[config.mk]
export PLATFORM = sky130hd
export DESIGN_NAME = lifo_stack_with_search_top_flat
export DESIGN_NICKNAME = d
export VERILOG_FILES = /design/src/rtl/core/lsws_pkg.sv /design/src/rtl/core/lsws_if.sv /design/src/rtl/core/lifo_stack_with_search_top.sv /design/src/rtl/core/lsws_ram.sv /design/src/rtl/core/lsws_ctrl.sv /design/src/flat_wrapper.sv
export SDC_FILE = /design/constraint.sdc
export NUM_CORES = 1
export LEC_CHECK = 0
export BUFFER_PORTS_ARGS = -buffer_cell sky130_fd_sc_hd__buf_2
export CELL_PAD_IN_SITES_DETAIL_PLACEMENT = 1
export CELL_PAD_IN_SITES_GLOBAL_PLACEMENT = 1
export CORE_MARGIN = 3
export CORE_UTILIZATION = 45
export CTS_BUF_LIST = sky130_fd_sc_hd__clkbuf_4
export CTS_CLUSTER_SIZE = 16
export DETAILED_ROUTE_END_ITERATION = 8
export PLACE_DENSITY_LB_ADDON = 0.1
export SETUP_SLACK_MARGIN = 0.05
export SLEW_MARGIN = 10
export SYNTH_ARGS = -nofsm -noshare
export SYNTH_HDL_FRONTEND = slang
export SYNTH_SLANG_ARGS = --single-unit
[constraint.sdc]
create_clock -name clk -period 5.6 [get_ports clk]
set_clock_uncertainty 0.15 [all_clocks]
set_input_delay 0.84 -clock clk [delete_from_list [all_inputs] [get_ports clk]]
set_output_delay 0.84 -clock clk [all_outputs]
set_load 0.005 [all_outputs]
[src/rtl/core/lsws_pkg.sv]
package lsws_pkg;

    // Stack geometry
    localparam int STACK_DEPTH = 16;
    localparam int ADDR_W      = (STACK_DEPTH > 1) ? $clog2(STACK_DEPTH) : 1;
    localparam int CNT_W       = $clog2(STACK_DEPTH + 1);

    // Field widths
    localparam int ACT_W  = 2;
    localparam int WORD_W = 32;
    localparam int STAT_W = 2;
    localparam int POS_W  = 7;

    typedef logic [ACT_W-1:0]  action_t;
    typedef logic [STAT_W-1:0] status_t;

    // Action codes
    localparam action_t ACT_PUSH    = 2'd0;
    localparam action_t ACT_POP     = 2'd1;
    localparam action_t ACT_DISPLAY = 2'd2;
    localparam action_t ACT_SEARCH  = 2'd3;

    // Status codes
    localparam status_t ST_OK       = 2'd0;
    localparam status_t ST_EMPTY    = 2'd1;
    localparam status_t ST_FULL     = 2'd2;
    localparam status_t ST_NOTFOUND = 2'd3;

    // Storage access from the sequencer
    typedef struct packed {
        logic              we;
        logic [ADDR_W-1:0] waddr;
        logic [WORD_W-1:0] wdata;
        logic [ADDR_W-1:0] raddr;
    } ram_req_t;

endpackage

[src/rtl/core/lsws_if.sv]
interface lsws_req_if;
    logic                              valid;
    logic                              ready;
    lsws_pkg::action_t                 action;
    logic signed [lsws_pkg::WORD_W-1:0] value;

    modport source (output valid, output action, output value, input ready);
    modport sink   (input valid, input action, input value, output ready);
endinterface

interface lsws_rsp_if;
    logic                               valid;
    logic                               ready;
    lsws_pkg::status_t                  status;
    logic signed [lsws_pkg::WORD_W-1:0] word;
    logic [lsws_pkg::POS_W-1:0]         position;
    logic                               last;

    modport source (output valid, output status, output word, output position, output last,
                    input ready);
    modport sink   (input valid, input status, input word, input position, input last,
                    output ready);
endinterface

[src/rtl/core/lifo_stack_with_search_top.sv]
// Bounded last-in-first-out stack of STACK_DEPTH signed 32-bit words with
// push, pop, display-all and search actions. Every request transaction gives
// at least one response transaction, the final one marked by last. A push
// is answered through the output register when it is taken; a pop goes
// through S_POP, as the word comes from a memory with a registered read.
// Display walks the stored words top first, one per cycle while the
// response slot is free; a search compares one stored word per cycle
// through a single comparator. The request side is not ready while a pop,
// display or search is under way. A waiting response does not block a new
// request once the earlier one has been taken in the same cycle.
module lifo_stack_with_search_top (
    input  logic        clk,
    input  logic        rst_n,
    lsws_req_if.sink    req,
    lsws_rsp_if.source  rsp
);

    lsws_pkg::ram_req_t            ram_req;
    logic [lsws_pkg::WORD_W-1:0]   ram_rdata;

    // Sequencer with shared comparator and output register
    lsws_ctrl u_ctrl (
        .clk       (clk),
        .rst_n     (rst_n),
        .req       (req),
        .rsp       (rsp),
        .ram_req   (ram_req),
        .ram_rdata (ram_rdata)
    );

    // Stack storage
    lsws_ram #(
        .WIDTH (lsws_pkg::WORD_W),
        .DEPTH (lsws_pkg::STACK_DEPTH),
        .AW    (lsws_pkg::ADDR_W)
    ) u_ram (
        .clk   (clk),
        .we    (ram_req.we),
        .waddr (ram_req.waddr),
        .wdata (ram_req.wdata),
        .raddr (ram_req.raddr),
        .rdata (ram_rdata)
    );

endmodule

[src/rtl/core/lsws_ram.sv]
module lsws_ram #(
    parameter int WIDTH = 32,
    parameter int DEPTH = 16,
    parameter int AW    = (DEPTH > 1) ? $clog2(DEPTH) : 1
) (
    input  logic             clk,
    input  logic             we,
    input  logic [AW-1:0]    waddr,
    input  logic [WIDTH-1:0] wdata,
    input  logic [AW-1:0]    raddr,
    output logic [WIDTH-1:0] rdata
);

    logic [WIDTH-1:0] mem [DEPTH];

    // Write one entry, register the read
    always_ff @(posedge clk)
    begin
        if (we)
        begin
            mem[waddr] <= wdata;
        end
        rdata <= mem[raddr];
    end

endmodule

[src/rtl/core/lsws_ctrl.sv]
module lsws_ctrl (
    input  logic                                clk,
    input  logic                                rst_n,
    lsws_req_if.sink                            req,
    lsws_rsp_if.source                          rsp,
    output lsws_pkg::ram_req_t                  ram_req,
    input  logic [lsws_pkg::WORD_W-1:0]         ram_rdata
);

    typedef enum logic [1:0] {S_IDLE, S_POP, S_DISP, S_SRCH} state_t;

    state_t                         state_reg, state_next;
    logic [lsws_pkg::CNT_W-1:0]     fill_reg, fill_next;
    logic [lsws_pkg::ADDR_W-1:0]    idx_reg, idx_next;
    logic [lsws_pkg::POS_W-1:0]     pos_reg, pos_next;
    logic [lsws_pkg::WORD_W-1:0]    key_reg, key_next;

    logic                           ovalid_reg, ovalid_next;
    lsws_pkg::status_t              ostat_reg, ostat_next;
    logic [lsws_pkg::WORD_W-1:0]    oword_reg, oword_next;
    logic [lsws_pkg::POS_W-1:0]     opos_reg, opos_next;
    logic                           olast_reg, olast_next;

    logic                           slot_free;
    logic                           hit;
    logic                           at_end;
    logic                           is_empty;
    logic                           is_full;
    logic [lsws_pkg::CNT_W-1:0]     top_full;
    logic [lsws_pkg::ADDR_W-1:0]    top_idx;
    logic                           emit;
    lsws_pkg::status_t              e_stat;
    logic [lsws_pkg::WORD_W-1:0]    e_word;
    logic [lsws_pkg::POS_W-1:0]     e_pos;
    logic                           e_last;
    logic                           we;

    // Shared compare and walk bookkeeping
    assign slot_free = !ovalid_reg || rsp.ready;
    assign hit       = (ram_rdata == key_reg);
    assign at_end    = (pos_reg == lsws_pkg::POS_W'(fill_reg));
    assign is_empty  = (fill_reg == '0);
    assign is_full   = (fill_reg == lsws_pkg::CNT_W'(lsws_pkg::STACK_DEPTH));
    assign top_full  = fill_reg - lsws_pkg::CNT_W'(1);
    assign top_idx   = top_full[lsws_pkg::ADDR_W-1:0];

    assign req.ready = (state_reg == S_IDLE) && slot_free;

    // Sequencer
    always_comb
    begin
        state_next = state_reg;
        fill_next  = fill_reg;
        idx_next   = idx_reg;
        pos_next   = pos_reg;
        key_next   = key_reg;
        emit       = 1'b0;
        e_stat     = lsws_pkg::ST_OK;
        e_word     = '0;
        e_pos      = '0;
        e_last     = 1'b1;
        we         = 1'b0;

        unique case (state_reg)
            S_IDLE:
            begin
                if (req.valid && slot_free)
                begin
                    pos_next = lsws_pkg::POS_W'(1);
                    idx_next = top_idx;
                    key_next = req.value;
                    unique case (req.action)
                        lsws_pkg::ACT_PUSH:
                        begin
                            emit = 1'b1;
                            if (is_full)
                            begin
                                e_stat = lsws_pkg::ST_FULL;
                            end
                            else
                            begin
                                we        = 1'b1;
                                fill_next = fill_reg + lsws_pkg::CNT_W'(1);
                            end
                        end
                        lsws_pkg::ACT_POP:
                        begin
                            if (is_empty)
                            begin
                                emit   = 1'b1;
                                e_stat = lsws_pkg::ST_EMPTY;
                            end
                            else
                            begin
                                fill_next  = top_full;
                                state_next = S_POP;
                            end
                        end
                        lsws_pkg::ACT_DISPLAY:
                        begin
                            if (is_empty)
                            begin
                                emit   = 1'b1;
                                e_stat = lsws_pkg::ST_EMPTY;
                            end
                            else
                            begin
                                state_next = S_DISP;
                            end
                        end
                        lsws_pkg::ACT_SEARCH:
                        begin
                            if (is_empty)
                            begin
                                emit   = 1'b1;
                                e_stat = lsws_pkg::ST_EMPTY;
                            end
                            else
                            begin
                                state_next = S_SRCH;
                            end
                        end
                        default:
                        begin
                            emit = 1'b0;
                        end
                    endcase
                end
            end
            S_POP:
            begin
                if (slot_free)
                begin
                    emit       = 1'b1;
                    e_word     = ram_rdata;
                    state_next = S_IDLE;
                end
            end
            S_DISP:
            begin
                if (slot_free)
                begin
                    emit   = 1'b1;
                    e_word = ram_rdata;
                    e_pos  = pos_reg;
                    e_last = at_end;
                    if (at_end)
                    begin
                        state_next = S_IDLE;
                    end
                    else
                    begin
                        idx_next = idx_reg - lsws_pkg::ADDR_W'(1);
                        pos_next = pos_reg + lsws_pkg::POS_W'(1);
                    end
                end
            end
            S_SRCH:
            begin
                if (hit)
                begin
                    if (slot_free)
                    begin
                        emit       = 1'b1;
                        e_word     = key_reg;
                        e_pos      = pos_reg;
                        state_next = S_IDLE;
                    end
                end
                else if (at_end)
                begin
                    if (slot_free)
                    begin
                        emit       = 1'b1;
                        e_stat     = lsws_pkg::ST_NOTFOUND;
                        state_next = S_IDLE;
                    end
                end
                else
                begin
                    idx_next = idx_reg - lsws_pkg::ADDR_W'(1);
                    pos_next = pos_reg + lsws_pkg::POS_W'(1);
                end
            end
            default:
            begin
                state_next = S_IDLE;
            end
        endcase
    end

    // Output register: load on emit, drop once taken
    always_comb
    begin
        ovalid_next = ovalid_reg && !rsp.ready;
        ostat_next  = ostat_reg;
        oword_next  = oword_reg;
        opos_next   = opos_reg;
        olast_next  = olast_reg;
        if (emit)
        begin
            ovalid_next = 1'b1;
            ostat_next  = e_stat;
            oword_next  = e_word;
            opos_next   = e_pos;
            olast_next  = e_last;
        end
    end

    // Storage access; the read address follows the walk index
    assign ram_req.we    = we;
    assign ram_req.waddr = fill_reg[lsws_pkg::ADDR_W-1:0];
    assign ram_req.wdata = req.value;
    assign ram_req.raddr = idx_next;

    assign rsp.valid    = ovalid_reg;
    assign rsp.status   = ostat_reg;
    assign rsp.word     = oword_reg;
    assign rsp.position = opos_reg;
    assign rsp.last     = olast_reg;

    // Hold state and registered outputs
    always_ff @(posedge clk or negedge rst_n)
    begin
        if (!rst_n)
        begin
            state_reg  <= S_IDLE;
            fill_reg   <= '0;
            idx_reg    <= '0;
            pos_reg    <= '0;
            key_reg    <= '0;
            ovalid_reg <= 1'b0;
            ostat_reg  <= lsws_pkg::ST_OK;
            oword_reg  <= '0;
            opos_reg   <= '0;
            olast_reg  <= 1'b0;
        end
        else
        begin
            state_reg  <= state_next;
            fill_reg   <= fill_next;
            idx_reg    <= idx_next;
            pos_reg    <= pos_next;
            key_reg    <= key_next;
            ovalid_reg <= ovalid_next;
            ostat_reg  <= ostat_next;
            oword_reg  <= oword_next;
            opos_reg   <= opos_next;
            olast_reg  <= olast_next;
        end
    end

endmodule
[src/flat_wrapper.sv]
// flat-port wrapper written by rule: the top's interface ports become plain ports
module lifo_stack_with_search_top_flat 
  (clk, rst_n, req_valid, req_action, req_value, req_ready, rsp_valid, rsp_status, rsp_word, rsp_position, rsp_last, rsp_ready);
  lsws_req_if req_i ();
  lsws_rsp_if rsp_i ();
  input  logic clk;
  input  logic rst_n;
  input wire logic [$bits(req_i.valid)-1:0] req_valid;
  input wire logic [$bits(req_i.action)-1:0] req_action;
  input wire logic [$bits(req_i.value)-1:0] req_value;
  output wire logic [$bits(req_i.ready)-1:0] req_ready;
  output wire logic [$bits(rsp_i.valid)-1:0] rsp_valid;
  output wire logic [$bits(rsp_i.status)-1:0] rsp_status;
  output wire logic [$bits(rsp_i.word)-1:0] rsp_word;
  output wire logic [$bits(rsp_i.position)-1:0] rsp_position;
  output wire logic [$bits(rsp_i.last)-1:0] rsp_last;
  input wire logic [$bits(rsp_i.ready)-1:0] rsp_ready;
  assign req_i.valid = req_valid;
  assign req_i.action = req_action;
  assign req_i.value = req_value;
  assign req_ready = req_i.ready;
  assign rsp_valid = rsp_i.valid;
  assign rsp_status = rsp_i.status;
  assign rsp_word = rsp_i.word;
  assign rsp_position = rsp_i.position;
  assign rsp_last = rsp_i.last;
  assign rsp_i.ready = rsp_ready;
  lifo_stack_with_search_top u_core (.clk(clk), .rst_n(rst_n), .req(req_i), .rsp(rsp_i));
endmodule
==> results.ini <==
[run_status]
outcome=complete, no violations

[critical_path]
r2r_cells=10
worstSetupPathType=reg2reg
start_kind=flop
worstPathMaxFanout=18
worstPathRequired_ns=6.29
end_kind=flop
cp.arrival_ns=4.96

[global_route]
grt_max_degree=129
grt_pass1_vias=19100
gr-total-overflow=0
antenna_found_initial=1
grtUsageTotal_pct=27.0
grt_pass1_wl_mm=127

[finish]
fin_util_pct=52.1
drive_gt1_share_pct=25.5
top_register=u_core.u_ram.mem
fin_area_mm2=0.0309
area_delta_synth_final_pct=14.3
nNetsFinal=2067
nFillCells=5875
largest_reg_flops=512

[clocking]
numCtsBuffers=167
clkSlewWorstSetupHoldPaths_ns=0.06
root_buffer=clkbuf_4
ctsHtreeMaxLevel=4
clock_path_buffers=3
clock_latency_ns=1.00
cts_setup_buffers=0
clock-sinks=637
cts_tree=yes

[min_path]
hold_path_class=in2reg
whs_path_depth=1

[synth]
synth_cell_types=53
postSynthAreaPerCell_um2=14.5
async_flop_share_pct=14.6
synth_top_flop_cell=edfxtp_1
yosysTopAreaCellShare_pct=56.9
syn-cell-area_mm2=0.0270
yosys.area.top_type=edfxtp_1
ys_warn_count=0
synth_edf_count=512
synth_seq_cells=637
ys_seq_area_share_pct=67.9
post-synth-top-count-cell=edfxtp_1
syn_nets=1914
synthCells=1858
synthTopCellsByArea=edfxtp_1, dfrtp_1, o221ai_1
synthTopCellsByCount=edfxtp_1, inv_1, o31ai_1

[power_and_ir_drop]
intPower_w=0.0102
p_comb_share_pct=39.8
p_sw_share_pct=40.5
leakage_nw=11.1
power_frac_clock_pct=25.3
finalPower_w=0.0171
ir_worst_vdd_uv=483
pwr-share-seq_pct=34.8
p_switching_w=0.00692
powerDensity_mw_per_mm2=554

[drt]
drc=0
drt_first_pass_iters=5
wl_mm=84.6
viasPerCell=6.17
drt_iter0_markers=1603
avgRoutedWirePerCell_um=28.9
num_vias=18100
drtAntennaViolNets=0

[die]
ios=82
fp.dieW_um=251
start_util_pct=45.6
dieArea_mm2=0.0630
core_mm2=0.0592
rows=89
die_y_um=251

[sta]
maxSlewHeadroom_pct=23.6
rsz0062_at_grt=false
fin_setup_tns_ns=0
setup_viol=0
fin_crit_sh_pct=76.2
finalCriticalPeriod_ns=4.27
tightest_slew_ns=1.14
worst_slack_ns=1.33
drv_slew=0
timing.fmax_mhz=234
final_hold_viol_count=0

[placement]
dp_slack_ns=0.810
place.gp.congestion=0.798
place_hpwl_mm=47.9
place_area_mm2=0.0285
port_buffers=81

[flow_run]
max_cap_violations=0

-- critical path, cell delays in order (launching register included) --
cell       delay, ns
dfrtp_1         0.40
xor2_1          0.28
nor4_2          0.49
nand4_2         0.33
o21a_1          0.32
o211ai_1        0.33
and3_2          0.26
clkinv_1        0.68
buf_4           0.54
o2111ai_1       0.16
nand4_1         0.15
-- cells by family after synthesis --
group / share of synthesized area (%)
AOI/OAI and AO/OA: 14.6
xor gates and xnor gates: 1.62
adders and majority gates: 0.833
buffers and inverters: 4.79
DFF: 67.9
muxes: 6.82
and+or+nand+nor: 3.46
-- what timing repair did --
| action | in CTS | in global routing |
|---|---|---|
| hold endpoints to repair | 112 | 0 |
| hold buffers | 8 | 0 |
| gates resized for setup | 0 | 0 |
-- metal layers --
layer / track usage (%) / up-vias / part of all wire (%)
met5: 0 / - / 0
met3: 5.66 / 119 / 6.3
li1: - / 7794 / -
met2: 42.5 / 676 / 47
met1: 38.0 / 9473 / 44
met4: 8.59 / 0 / 2.3
-- cell type report --
| type | count | area, um^2 | share of cell area, % |
|---|---|---|---|
| Antenna cell | 1 | 2.50 | 0.00810 |
| Multi-Input combinational cell | 909 | 7580 | 24.6 |
| Sequential cell | 637 | 18300 | 59.4 |
| Timing Repair Buffer | 146 | 1120 | 3.61 |
| Inverter | 150 | 566 | 1.83 |
| Tap cell | 773 | 967 | 3.13 |
| Clock inverter | 39 | 256 | 0.831 |
| Clock buffer | 273 | 2050 | 6.64 |
-- cell usage in the layout (no fill, tap or decap), drive strengths merged, types with 3 or more instances in the layout --
| cell | count |
|---|---|
| a21o | 4 |
| nand2 | 56 |
| o211ai | 37 |
| clkbuf | 273 |
| mux2i | 3 |
| mux2 | 161 |
| edfxtp | 512 |
| o21ai | 41 |
| buf | 138 |
| a22oi | 32 |
| nor3 | 14 |
| dlygate4sd3 | 8 |
| nand2b | 6 |
| clkinv | 33 |
| nand4 | 39 |
| nand3 | 7 |
| a21oi | 8 |
| ha | 18 |
| xor2 | 36 |
| and2 | 3 |
| xnor2 | 14 |
| dfrtp | 93 |
| o2111ai | 97 |
| nor4 | 9 |
| dfxtp | 32 |
| nor2 | 34 |
| o221ai | 129 |
| a211oi | 3 |
| o31ai | 139 |
| or2 | 3 |
| bufinv | 4 |
| inv | 152 |
-- per-stage QoR --
step	instances	hold slack [ns]
6_report	2928	0.107
5_1_grt	2928	0.0356
4_1_cts	2927	0.000774
3_5_place_dp	2607	0.314
3_3_place_gp	2606	0.307
2_1_floorplan	1858	0.323
-- power by group through the flow --
stage / Clock [W] / Combinational [W] / Sequential [W]
after floorplan: 0 / 0.00433 / 0.00591
after global placement: 0 / 0.00670 / 0.00603
after detailed placement: 0 / 0.00676 / 0.00605
after CTS: 0.00443 / 0.00680 / 0.00595
after global routing: 0.00469 / 0.00727 / 0.00600
final: 0.00433 / 0.00681 / 0.00596
-- path summary, 6_finish.rpt --
path                                                            from                                   endpoint  slack [ns]
max                             u_core.u_ctrl.key_reg[5]$_DFFE_PN0P_             u_core.u_ram.rdata[17]$_DFF_P_        1.33
min                                                    req_value[15]          u_core.u_ram.mem[1][15]$_DFFE_PP_        0.11
max reg2reg                     u_core.u_ctrl.key_reg[5]$_DFFE_PN0P_             u_core.u_ram.rdata[17]$_DFF_P_        1.33
min reg2reg                u_core.u_ctrl.rsp.position[3]$_DFFE_PN0P_  u_core.u_ctrl.rsp.position[3]$_DFFE_PN0P_        0.32
max in group asynchronous                                      rst_n      u_core.u_ctrl.key_reg[14]$_DFFE_PN0P_        3.86
min in group asynchronous                                      rst_n     u_core.u_ctrl.rsp.word[29]$_DFFE_PN0P_        0.31
(Power assumes the default switching activity.)
